[src/rtl/skf_pkg.sv]
package skf_pkg;

  localparam int CHANNELS  = 64;
  localparam int FRAC_BITS = 6;
  localparam int INTEGER_BITS = 13;

  localparam int WORD_W    = INTEGER_BITS + FRAC_BITS;
  localparam int DEN_W     = WORD_W + 1;
  localparam int DVD_W     = WORD_W + FRAC_BITS;
  localparam int DIV_CNT_W = $clog2(DVD_W);
  localparam int CH_W      = 6;
  localparam int CH_IDX_W  = $clog2(CHANNELS);
  localparam int REG_W     = 12;
  localparam int CFG_IDX_W = 2;

  localparam logic [CFG_IDX_W-1:0] REG_INIT_VAR = 2'd0;
  localparam logic [CFG_IDX_W-1:0] REG_PROC_NOISE = 2'd1;
  localparam logic [CFG_IDX_W-1:0] REG_DEN_OFFSET = 2'd2;

  localparam logic [REG_W-1:0] INIT_VAR_RST   = REG_W'(32);
  localparam logic [REG_W-1:0] PROC_NOISE_RST = REG_W'(1);
  localparam logic [REG_W-1:0] DEN_OFFSET_RST = REG_W'(65);

endpackage

[src/rtl/skf_in_if.sv]
interface skf_in_if;
  import skf_pkg::*;

  logic                     valid;
  logic                     ready;
  logic [CH_W-1:0]          channel;
  logic signed [WORD_W-1:0] sample;
  logic                     first_sample;

  modport source (output valid, channel, sample, first_sample, input ready);
  modport sink (input valid, channel, sample, first_sample, output ready);

endinterface

[src/rtl/skf_out_if.sv]
interface skf_out_if;
  import skf_pkg::*;

  logic                     valid;
  logic                     ready;
  logic [CH_W-1:0]          out_channel;
  logic signed [WORD_W-1:0] estimate;

  modport source (output valid, out_channel, estimate, input ready);
  modport sink (input valid, out_channel, estimate, output ready);

endinterface

[src/rtl/skf_ram.sv]
module skf_ram #(
  parameter int WIDTH = 19,
  parameter int DEPTH = 64
) (
  input  logic                     clk,
  input  logic                     we,
  input  logic [$clog2(DEPTH)-1:0] waddr,
  input  logic [WIDTH-1:0]         wdata,
  input  logic [$clog2(DEPTH)-1:0] raddr,
  output logic [WIDTH-1:0]         rdata
);

  logic [WIDTH-1:0] mem [DEPTH];

  always_ff @(posedge clk) begin
    if (we) begin
      mem[waddr] <= wdata;
    end
    rdata <= mem[raddr];
  end

endmodule

[src/rtl/scalar_kalman_filter_multichannel_core.sv]
// Multichannel scalar Kalman filter, one filter per channel, on signed 19-bit
// fixed-point samples with 6 fraction bits. Each item with first_sample set
// restarts its channel and returns the sample itself through writeback; any
// other item runs a full update through the read, prepare, divide, gain fix,
// two multiply and writeback states. The update time is set by the gain
// division, a radix-2 restoring divider that resolves one quotient bit per
// cycle, followed by two products on one shared multiplier. One item is in
// work at a time, so a new item is taken only after the last one has left
// writeback; in_ch.ready is high only while the sequencer is idle, and the
// result waits in an output register until taken, which stalls the next
// item. Per-channel estimate and variance live in two small RAMs whose
// contents are undefined until a first sample writes the channel. Write
// configuration only while no item is in work.
module scalar_kalman_filter_multichannel_core (
  input  logic                           clk,
  input  logic                           rst_n,
  skf_in_if.sink                         in_ch,
  skf_out_if.source                      out_ch,
  input  logic                           cfg_we,
  input  logic [skf_pkg::CFG_IDX_W-1:0]  cfg_idx,
  input  logic [skf_pkg::REG_W-1:0]      cfg_data
);
  import skf_pkg::*;

  typedef enum logic [7:0] {
    S_IDLE = 8'b0000_0001,
    S_RD   = 8'b0000_0010,
    S_PREP = 8'b0000_0100,
    S_DIV  = 8'b0000_1000,
    S_KFIX = 8'b0001_0000,
    S_MUL1 = 8'b0010_0000,
    S_MUL2 = 8'b0100_0000,
    S_WB   = 8'b1000_0000
  } state_t;

  localparam logic signed [DEN_W-1:0] ONE_VAL  = DEN_W'(2 ** FRAC_BITS);
  localparam logic [DVD_W-1:0]        HALF_LSB = DVD_W'(2 ** (FRAC_BITS - 1));

  state_t state_r, state_nxt;

  logic [REG_W-1:0] init_var_r;
  logic [REG_W-1:0] proc_noise_r;
  logic [REG_W-1:0] den_offset_r;

  logic [CH_W-1:0]          ch_r;
  logic [CH_IDX_W-1:0]      idx_r;
  logic signed [WORD_W-1:0] smp_r;
  logic                     first_r;
  logic signed [WORD_W-1:0] e_r;
  logic signed [WORD_W-1:0] c_r;
  logic signed [DEN_W-1:0]  diff_r;
  logic [WORD_W-1:0]        dvs_r;
  logic [DVD_W-1:0]         quo_r;
  logic [WORD_W-1:0]        rem_r;
  logic                     neg_r;
  logic                     dz_r;
  logic [DIV_CNT_W-1:0]     cnt_r;
  logic signed [WORD_W-1:0] k_r;
  logic [DVD_W-1:0]         prod_r;

  logic                     out_valid_r;
  logic [CH_W-1:0]          out_channel_r;
  logic signed [WORD_W-1:0] out_estimate_r;

  logic [WORD_W-1:0] est_rdata;
  logic [WORD_W-1:0] var_rdata;
  logic [WORD_W-1:0] var_wdata;

  logic                       in_acc;
  logic                       wb_go;
  logic signed [WORD_W-1:0]   p_w;
  logic signed [WORD_W-1:0]   e_w;
  logic signed [WORD_W-1:0]   c_w;
  logic signed [DEN_W-1:0]    den_w;
  logic [DEN_W-1:0]           den_abs;
  logic [DVD_W-1:0]           dvd_w;
  logic [DVD_W-1:0]           dvd_abs;
  logic [WORD_W:0]            rem_sh;
  logic [WORD_W:0]            rem_sub;
  logic                       q_bit;
  logic [DVD_W-1:0]           quo_s;
  logic signed [DEN_W-1:0]    mul_a;
  logic signed [DEN_W-1:0]    mul_b;
  logic signed [2*DEN_W-1:0]  mul_p;
  logic [DVD_W-1:0]           esum_w;
  logic [DVD_W-1:0]           psum_w;

  assign in_ch.ready = (state_r == S_IDLE);
  assign in_acc      = in_ch.valid && in_ch.ready;
  assign wb_go       = (state_r == S_WB) && (!out_valid_r || out_ch.ready);

  assign out_ch.valid       = out_valid_r;
  assign out_ch.out_channel = out_channel_r;
  assign out_ch.estimate    = out_estimate_r;

  always_ff @(posedge clk) begin
    if (!rst_n) begin
      init_var_r   <= INIT_VAR_RST;
      proc_noise_r <= PROC_NOISE_RST;
      den_offset_r <= DEN_OFFSET_RST;
    end else if (cfg_we) begin
      unique case (cfg_idx)
        REG_INIT_VAR:   init_var_r   <= cfg_data;
        REG_PROC_NOISE: proc_noise_r <= cfg_data;
        REG_DEN_OFFSET: den_offset_r <= cfg_data;
        default: ;
      endcase
    end
  end

  // state update of the prior variance
  assign p_w     = $signed(var_rdata);
  assign e_w     = $signed(est_rdata);
  assign c_w     = p_w + $signed({{(WORD_W-REG_W){1'b0}}, proc_noise_r});
  assign den_w   = {p_w[WORD_W-1], p_w} + $signed({{(DEN_W-REG_W){1'b0}}, den_offset_r});
  assign den_abs = den_w[DEN_W-1] ? DEN_W'(-den_w) : DEN_W'(den_w);
  assign dvd_w   = {c_w, {FRAC_BITS{1'b0}}};
  assign dvd_abs = dvd_w[DVD_W-1] ? -dvd_w : dvd_w;

  // restoring divider step
  assign rem_sh  = {rem_r, quo_r[DVD_W-1]};
  assign rem_sub = rem_sh - {1'b0, dvs_r};
  assign q_bit   = ~rem_sub[WORD_W];
  assign quo_s   = neg_r ? -quo_r : quo_r;

  // shared multiplier
  always_comb begin
    if (state_r == S_MUL1) begin
      mul_a = {k_r[WORD_W-1], k_r};
      mul_b = diff_r;
    end else begin
      mul_a = ONE_VAL - {k_r[WORD_W-1], k_r};
      mul_b = {c_r[WORD_W-1], c_r};
    end
  end
  assign mul_p = mul_a * mul_b;

  assign esum_w    = {e_r, {FRAC_BITS{1'b0}}} + prod_r + HALF_LSB;
  assign psum_w    = prod_r + HALF_LSB;
  assign var_wdata = first_r ? {{(WORD_W-REG_W){1'b0}}, init_var_r}
                             : psum_w[DVD_W-1:FRAC_BITS];

  always_comb begin
    state_nxt = state_r;
    unique case (state_r)
      S_IDLE: begin
        if (in_acc) begin
          state_nxt = in_ch.first_sample ? S_WB : S_RD;
        end
      end
      S_RD:   state_nxt = S_PREP;
      S_PREP: state_nxt = S_DIV;
      S_DIV: begin
        if (cnt_r == '0) begin
          state_nxt = S_KFIX;
        end
      end
      S_KFIX: state_nxt = S_MUL1;
      S_MUL1: state_nxt = S_MUL2;
      S_MUL2: state_nxt = S_WB;
      S_WB: begin
        if (wb_go) begin
          state_nxt = S_IDLE;
        end
      end
      default: state_nxt = S_IDLE;
    endcase
  end

  always_ff @(posedge clk) begin
    if (!rst_n) begin
      state_r     <= S_IDLE;
      out_valid_r <= 1'b0;
    end else begin
      state_r <= state_nxt;
      if (wb_go) begin
        out_valid_r <= 1'b1;
      end else if (out_ch.ready) begin
        out_valid_r <= 1'b0;
      end
    end
  end

  always_ff @(posedge clk) begin
    if (in_acc) begin
      ch_r    <= in_ch.channel;
      idx_r   <= in_ch.channel[CH_IDX_W-1:0];
      smp_r   <= in_ch.sample;
      first_r <= in_ch.first_sample;
      e_r     <= in_ch.sample;
    end
    if (state_r == S_PREP) begin
      e_r    <= e_w;
      c_r    <= c_w;
      diff_r <= {smp_r[WORD_W-1], smp_r} - {e_w[WORD_W-1], e_w};
      dvs_r  <= den_abs[WORD_W-1:0];
      quo_r  <= dvd_abs;
      rem_r  <= '0;
      neg_r  <= c_w[WORD_W-1] ^ den_w[DEN_W-1];
      dz_r   <= (den_w == '0);
      cnt_r  <= DIV_CNT_W'(DVD_W - 1);
    end
    if (state_r == S_DIV) begin
      quo_r <= {quo_r[DVD_W-2:0], q_bit};
      rem_r <= q_bit ? rem_sub[WORD_W-1:0] : rem_sh[WORD_W-1:0];
      cnt_r <= cnt_r - 1'b1;
    end
    if (state_r == S_KFIX) begin
      k_r <= dz_r ? '0 : $signed(quo_s[WORD_W-1:0]);
    end
    if (state_r == S_MUL1 || state_r == S_MUL2) begin
      prod_r <= mul_p[DVD_W-1:0];
    end
    if (state_r == S_MUL2) begin
      e_r <= $signed(esum_w[DVD_W-1:FRAC_BITS]);
    end
    if (wb_go) begin
      out_channel_r  <= ch_r;
      out_estimate_r <= e_r;
    end
  end

  skf_ram #(
    .WIDTH (WORD_W),
    .DEPTH (CHANNELS)
  ) u_est_ram (
    .clk   (clk),
    .we    (wb_go),
    .waddr (idx_r),
    .wdata (e_r),
    .raddr (idx_r),
    .rdata (est_rdata)
  );

  skf_ram #(
    .WIDTH (WORD_W),
    .DEPTH (CHANNELS)
  ) u_var_ram (
    .clk   (clk),
    .we    (wb_go),
    .waddr (idx_r),
    .wdata (var_wdata),
    .raddr (idx_r),
    .rdata (var_rdata)
  );

  a_update_reads: assert property (@(posedge clk) disable iff (!rst_n)
    (in_acc && !in_ch.first_sample) |=> (state_r == S_RD))
    else $error("update item did not start a store read");

  a_div_length: assert property (@(posedge clk) disable iff (!rst_n)
    (state_r == S_PREP) |-> ##(DVD_W+1) (state_r == S_KFIX))
    else $error("gain division did not take the full bit count");

  a_zero_gain: assert property (@(posedge clk) disable iff (!rst_n)
    (state_r == S_KFIX && dz_r) |=> (k_r == '0))
    else $error("zero divisor gave a nonzero gain");

  a_result_from_wb: assert property (@(posedge clk) disable iff (!rst_n)
    $rose(out_valid_r) |-> $past(state_r == S_WB))
    else $error("result raised outside writeback");

endmodule

[src/flat_wrapper.sv]
// flat-port wrapper written by rule: the top's interface ports become plain ports
module scalar_kalman_filter_multichannel_core_flat import skf_pkg::*;
  (clk, rst_n, cfg_we, cfg_idx, cfg_data, in_ch_valid, in_ch_channel, in_ch_sample, in_ch_first_sample, in_ch_ready, out_ch_valid, out_ch_out_channel, out_ch_estimate, out_ch_ready);
  skf_in_if in_ch_i ();
  skf_out_if out_ch_i ();
  input  logic clk;
  input  logic rst_n;
  input  logic cfg_we;
  input  logic [skf_pkg::CFG_IDX_W-1:0] cfg_idx;
  input  logic [skf_pkg::REG_W-1:0] cfg_data;
  input wire logic [$bits(in_ch_i.valid)-1:0] in_ch_valid;
  input wire logic [$bits(in_ch_i.channel)-1:0] in_ch_channel;
  input wire logic [$bits(in_ch_i.sample)-1:0] in_ch_sample;
  input wire logic [$bits(in_ch_i.first_sample)-1:0] in_ch_first_sample;
  output wire logic [$bits(in_ch_i.ready)-1:0] in_ch_ready;
  output wire logic [$bits(out_ch_i.valid)-1:0] out_ch_valid;
  output wire logic [$bits(out_ch_i.out_channel)-1:0] out_ch_out_channel;
  output wire logic [$bits(out_ch_i.estimate)-1:0] out_ch_estimate;
  input wire logic [$bits(out_ch_i.ready)-1:0] out_ch_ready;
  assign in_ch_i.valid = in_ch_valid;
  assign in_ch_i.channel = in_ch_channel;
  assign in_ch_i.sample = in_ch_sample;
  assign in_ch_i.first_sample = in_ch_first_sample;
  assign in_ch_ready = in_ch_i.ready;
  assign out_ch_valid = out_ch_i.valid;
  assign out_ch_out_channel = out_ch_i.out_channel;
  assign out_ch_estimate = out_ch_i.estimate;
  assign out_ch_i.ready = out_ch_ready;
  scalar_kalman_filter_multichannel_core u_core (.clk(clk), .rst_n(rst_n), .in_ch(in_ch_i), .out_ch(out_ch_i), .cfg_we(cfg_we), .cfg_idx(cfg_idx), .cfg_data(cfg_data));
endmodule
[config.mk]
export PLATFORM = sky130hd
export DESIGN_NAME = scalar_kalman_filter_multichannel_core_flat
export DESIGN_NICKNAME = d
export VERILOG_FILES = /design/src/rtl/skf_pkg.sv /design/src/rtl/skf_in_if.sv /design/src/rtl/skf_out_if.sv /design/src/rtl/skf_ram.sv /design/src/rtl/scalar_kalman_filter_multichannel_core.sv /design/src/flat_wrapper.sv
export SDC_FILE = /design/constraint.sdc
export NUM_CORES = 2
export LEC_CHECK = 0
export BUFFER_PORTS_ARGS = -buffer_cell sky130_fd_sc_hd__buf_2
export CAP_MARGIN = 20
export CELL_PAD_IN_SITES_DETAIL_PLACEMENT = 0
export CELL_PAD_IN_SITES_GLOBAL_PLACEMENT = 2
export CORE_MARGIN = 10
export CORE_UTILIZATION = 50
export CTS_BUF_LIST = sky130_fd_sc_hd__clkbuf_8
export CTS_CLUSTER_SIZE = 20
export DETAILED_ROUTE_END_ITERATION = 10
export PLACE_DENSITY_LB_ADDON = 0.12
export SLEW_MARGIN = 20
export SYNTH_ARGS = -nofsm -noshare
export SYNTH_HDL_FRONTEND = slang
export SYNTH_HIERARCHICAL = 1
export SYNTH_SLANG_ARGS = --single-unit
[constraint.sdc]
create_clock -name clk -period 14.57 [get_ports clk]
set_input_delay 2.1855 -clock clk [delete_from_list [all_inputs] [get_ports clk]]
set_output_delay 2.1855 -clock clk [all_outputs]
set_load 0.02 [all_outputs]
==> flow_summary.ini <==
[floorplanning]
floorplan.io_pins = 72
rows = 178
die_x_um = 508
die_y_um = 508
die-area_mm2 = 0.258
floorplan.core_area_mm2 = 0.236
floorplan.initialDensity_pct = 50.4

[global_route]
grt-ovfl-total = 0
grt_antenna_before_repair = 19
track_usage_pct = 23.3
globalRouteMet2Util_pct = 37.0
grt_max_degree = 109
grt_pass1_vias = 65000
grt_most_used_layer = met2
groute.layer.met1.usage_pct = 33.6
grt.met3_usage_pct = 4.24
grt_first_pass_wirelength_um = 446000

[critical_path]
critPathArrivalTime_ps = 9940
required_time_at_the_endpoint_of_the_critical_path_ps = 15360
critical_path_class = reg -> reg
cp-endpoint = u_core/prod_r[24]
r2r_cells = 30
cpPeakStageDelay_ps = 760
flop_to_flop_setup_slack_ps = 5420
cpMaxStageDelayCell = sky130_fd_sc_hd__xor2_2
worst_setup_path_end_kind = register
worstReg2RegStart = u_core/k_r[0]
worst_r2r_endpoint = u_core/prod_r[24]
start_kind = register
critical_path.max_fanout = 16
timing.critical_path.from = u_core/k_r[0]

[placed_design]
gp_congestion = 0.837
buffer_ports.inserted = 71
dp_hpwl_um = 187000

[timing]
final.period_utilization_pct = 62.8
grt_setup_unrepaired = no
worstMarginPinSlew_ps = 1210
timing.final.max_slew_violations = 0
final_period_minus_worst_setup_slack_ps = 9150
finClkSkew_ps = 162
setup_tns_ps = 0
timing.final.setup_violations = 0
hold_violations = 0
fmaxAchievable_mhz = 109
slew_headroom_pct = 18.9

[drt]
drt_first_pass_iters = 5
number_of_nets_with_antenna_violations_after_detailed_routing = 0
drc_errors = 0
wl_per_cell_um = 28.2
initialDrtViolationCount = 6253
detailroute.via_count = 63400
post_drt_via_cell_ratio = 5.88
drt-total-wl_um = 304000

[synthesis]
synth_cells = 6861
synthFlopType = sky130_fd_sc_hd__edfxtp_1
ys_async_sr_fraction_pct = 0
share_of_synthesized_area_occupied_by_flip_flops_and_latches_pct = 68.3
synth_fp_nets = 7312
synth_top_cell_by_area = sky130_fd_sc_hd__edfxtp_1
synth_area_per_cell_um2 = 17.3
netlist.area_leader.share_pct = 66.9
post_synth_most_frequent_cells = sky130_fd_sc_hd__edfxtp_1 (2650), sky130_fd_sc_hd__mux4_2 (532), sky130_fd_sc_hd__nor2_1 (516), sky130_fd_sc_hd__inv_1 (362), sky130_fd_sc_hd__nand2_1 (312)
synth.most_common_cell = sky130_fd_sc_hd__edfxtp_1
synth.cell_area_mm2 = 0.119
synth_area_leaders = sky130_fd_sc_hd__edfxtp_1 (67%), sky130_fd_sc_hd__mux4_2 (10%), sky130_fd_sc_hd__fa_1 (3.9%), sky130_fd_sc_hd__mux2i_1 (2.6%), sky130_fd_sc_hd__ha_1 (1.8%)
yosys_warnings = 6
yosysUniqueCellTypes = 77
edff_count_synth = 2650
synth.ff_latch_count = 2733

[cts]
clock_tree_from_tritoncts = built
cts_inserted_buffers = 447
max-clock-path-buffers = 4
holdBufCountCts = 0
clock-root-buffer = sky130_fd_sc_hd__clkbuf_8
post-cts-setup-buffer-count = 0
clkTransAtPathRegs_ps = 60
worstSkewPairLatency_ps = 1160
cts-resized-gates = 0
tritoncts_num_sinks = 2733
clock_tree.htree_level_count = 5

[power_and_ir_drop]
power-per-cell-area_mw_per_mm2 = 128
cellLeakagePower_nw = 45.5
finalPower_mw = 16.8
vdd_drop_max_mv = 0.116

[status]
outcome = complete, no violations

[run]
max_capacitance_violation_count = 0

[cells_and_area]
drive_above_1_share_pct = 21.7
flow.area_growth_from_synthesis_pct = 11.0
design.final.nets = 7745

[min_path]
min-delay-path-class = reg -> reg
==> cell families after synthesis <==
logic type	after synthesis	share of synthesized area, %
flops	2733	68.3
xor+xnor	218	1.67
compound gates	736	4.04
buf+inv	687	2.57
simple gates	1194	4.52
fa+ha+maj	406	5.74
mux	887	13.1
==> layer usage <==
metal  part of all wire (%)  vias up  wire [um]
met5                 0.0030        -          9
met2                     47     2184     144000
li1                       -    27400          -
met4                    2.5        2       7550
met3                    6.8      478      20800
met1                     43    33300     131000
==> power breakdown <==
group          switching (mW)  internal (mW)
logic                    1.22          0.705
registers              0.0545           8.80
clock network            2.95           3.11
total                    4.23           12.6
==> layout make-up <==
class                   instances  area [um^2]
fillers                     18400       104000
well taps                    3150         3940
clock inverters               317         1640
inverters                     362         1360
diodes                         11         27.5
flip-flops and latches       2733        81200
repair buffers                309         2220
multi-input cells            3441        35300
clock buffers                 458         6300
==> how the worst min path moves through the flow <==
stage                                  from                       to  depth (start not counted)
floorplan              u_core/init_var_r[0]     u_core/init_var_r[0]                          2
global placement    u_core/proc_noise_r[10]  u_core/proc_noise_r[10]                          2
global route           u_core/init_var_r[0]     u_core/init_var_r[0]                          2
finish                 u_core/init_var_r[0]     u_core/init_var_r[0]                          2
CTS                    u_core/init_var_r[0]     u_core/init_var_r[0]                          2
detailed placement     u_core/init_var_r[0]     u_core/init_var_r[0]                          2
==> state kept, by name, indices dropped and copies added, names as in the netlist, 5 cells and up <==
register / count
u_core/u_est_ram/mem: 1216
u_core/u_var_ram/mem: 1216
u_core/quo_r: 25
u_core/diff_r: 20
u_core/prod_r: 20
u_core/c_r: 19
u_core/dvs_r: 19
u_core/e_r: 19
u_core/k_r: 19
u_core/out_ch.estimate: 19
u_core/rem_r: 19
u_core/smp_r: 19
u_core/u_est_ram/rdata: 19
u_core/u_var_ram/rdata: 19
u_core/den_offset_r: 12
u_core/init_var_r: 12
u_core/proc_noise_r: 12
u_core/state_r: 8
u_core/idx_r: 6
u_core/out_ch.out_channel: 6
u_core/cnt_r: 5
==> layout by cell type, fill, tap and decap left out, types with 27 or more instances in the layout <==
cell                       netlist  routed
sky130_fd_sc_hd__xor2_1         79      78
sky130_fd_sc_hd__a21boi_0       44      44
sky130_fd_sc_hd__mux4_2        532     532
sky130_fd_sc_hd__o21ai_0       164     153
sky130_fd_sc_hd__ha_1          174     174
sky130_fd_sc_hd__mux2i_1       305     298
sky130_fd_sc_hd__o22ai_1        75      75
sky130_fd_sc_hd__clkbuf_8        0     458
sky130_fd_sc_hd__mux2_2         50      50
sky130_fd_sc_hd__a21oi_1       105     105
sky130_fd_sc_hd__fa_1          232     232
sky130_fd_sc_hd__a22oi_1        90      90
sky130_fd_sc_hd__nor3_1         54      50
sky130_fd_sc_hd__nor2_2          5     117
sky130_fd_sc_hd__nor2_1        516     384
sky130_fd_sc_hd__o31ai_1        38      37
sky130_fd_sc_hd__xnor2_1       132     131
sky130_fd_sc_hd__clkinv_1        0     102
sky130_fd_sc_hd__nand2b_1       43      43
sky130_fd_sc_hd__a211oi_1       36      35
sky130_fd_sc_hd__inv_1         362     514
sky130_fd_sc_hd__nand2_1       312     309
sky130_fd_sc_hd__and3_1         39      39
sky130_fd_sc_hd__or2_2          40      40
sky130_fd_sc_hd__dfxtp_1        83      83
sky130_fd_sc_hd__buf_2          75      71
sky130_fd_sc_hd__edfxtp_1     2650    2650
sky130_fd_sc_hd__buf_4          47     231
sky130_fd_sc_hd__a21o_1         27      27
sky130_fd_sc_hd__a31oi_1        60      60
sky130_fd_sc_hd__clkinv_2        0      36
sky130_fd_sc_hd__nand3_1        49      49
==> worst max-delay path, delay by kind of cell, from the launching register on <==
kind / cells / cell delay [ps]
AND/OR/NAND/NOR: 5 / 720
flip-flops: 1 / 540
XOR/XNOR: 2 / 910
adder cells (fa/ha/maj): 9 / 3970
AO/OA/AOI/OAI: 7 / 1790
buffers and inverters: 7 / 910
==> metrics by stage <==
step / cell area [um^2] / utilization, % / setup WS (ps) / hold WS, ps / cells
6_report: 132000 / 56.0 / 5420 / 466 / 10800
5_1_grt: 132000 / 56.0 / 4890 / 485 / 10800
4_1_cts: 132000 / 55.9 / 5420 / 470 / 10800
3_5_place_dp: 124000 / 52.6 / 5480 / 461 / 9994
3_3_place_gp: 124000 / 52.6 / 5550 / 458 / 9994
2_1_floorplan: 119000 / - / 6440 / 440 / 6861
Power figures use the tool's default switching activity.
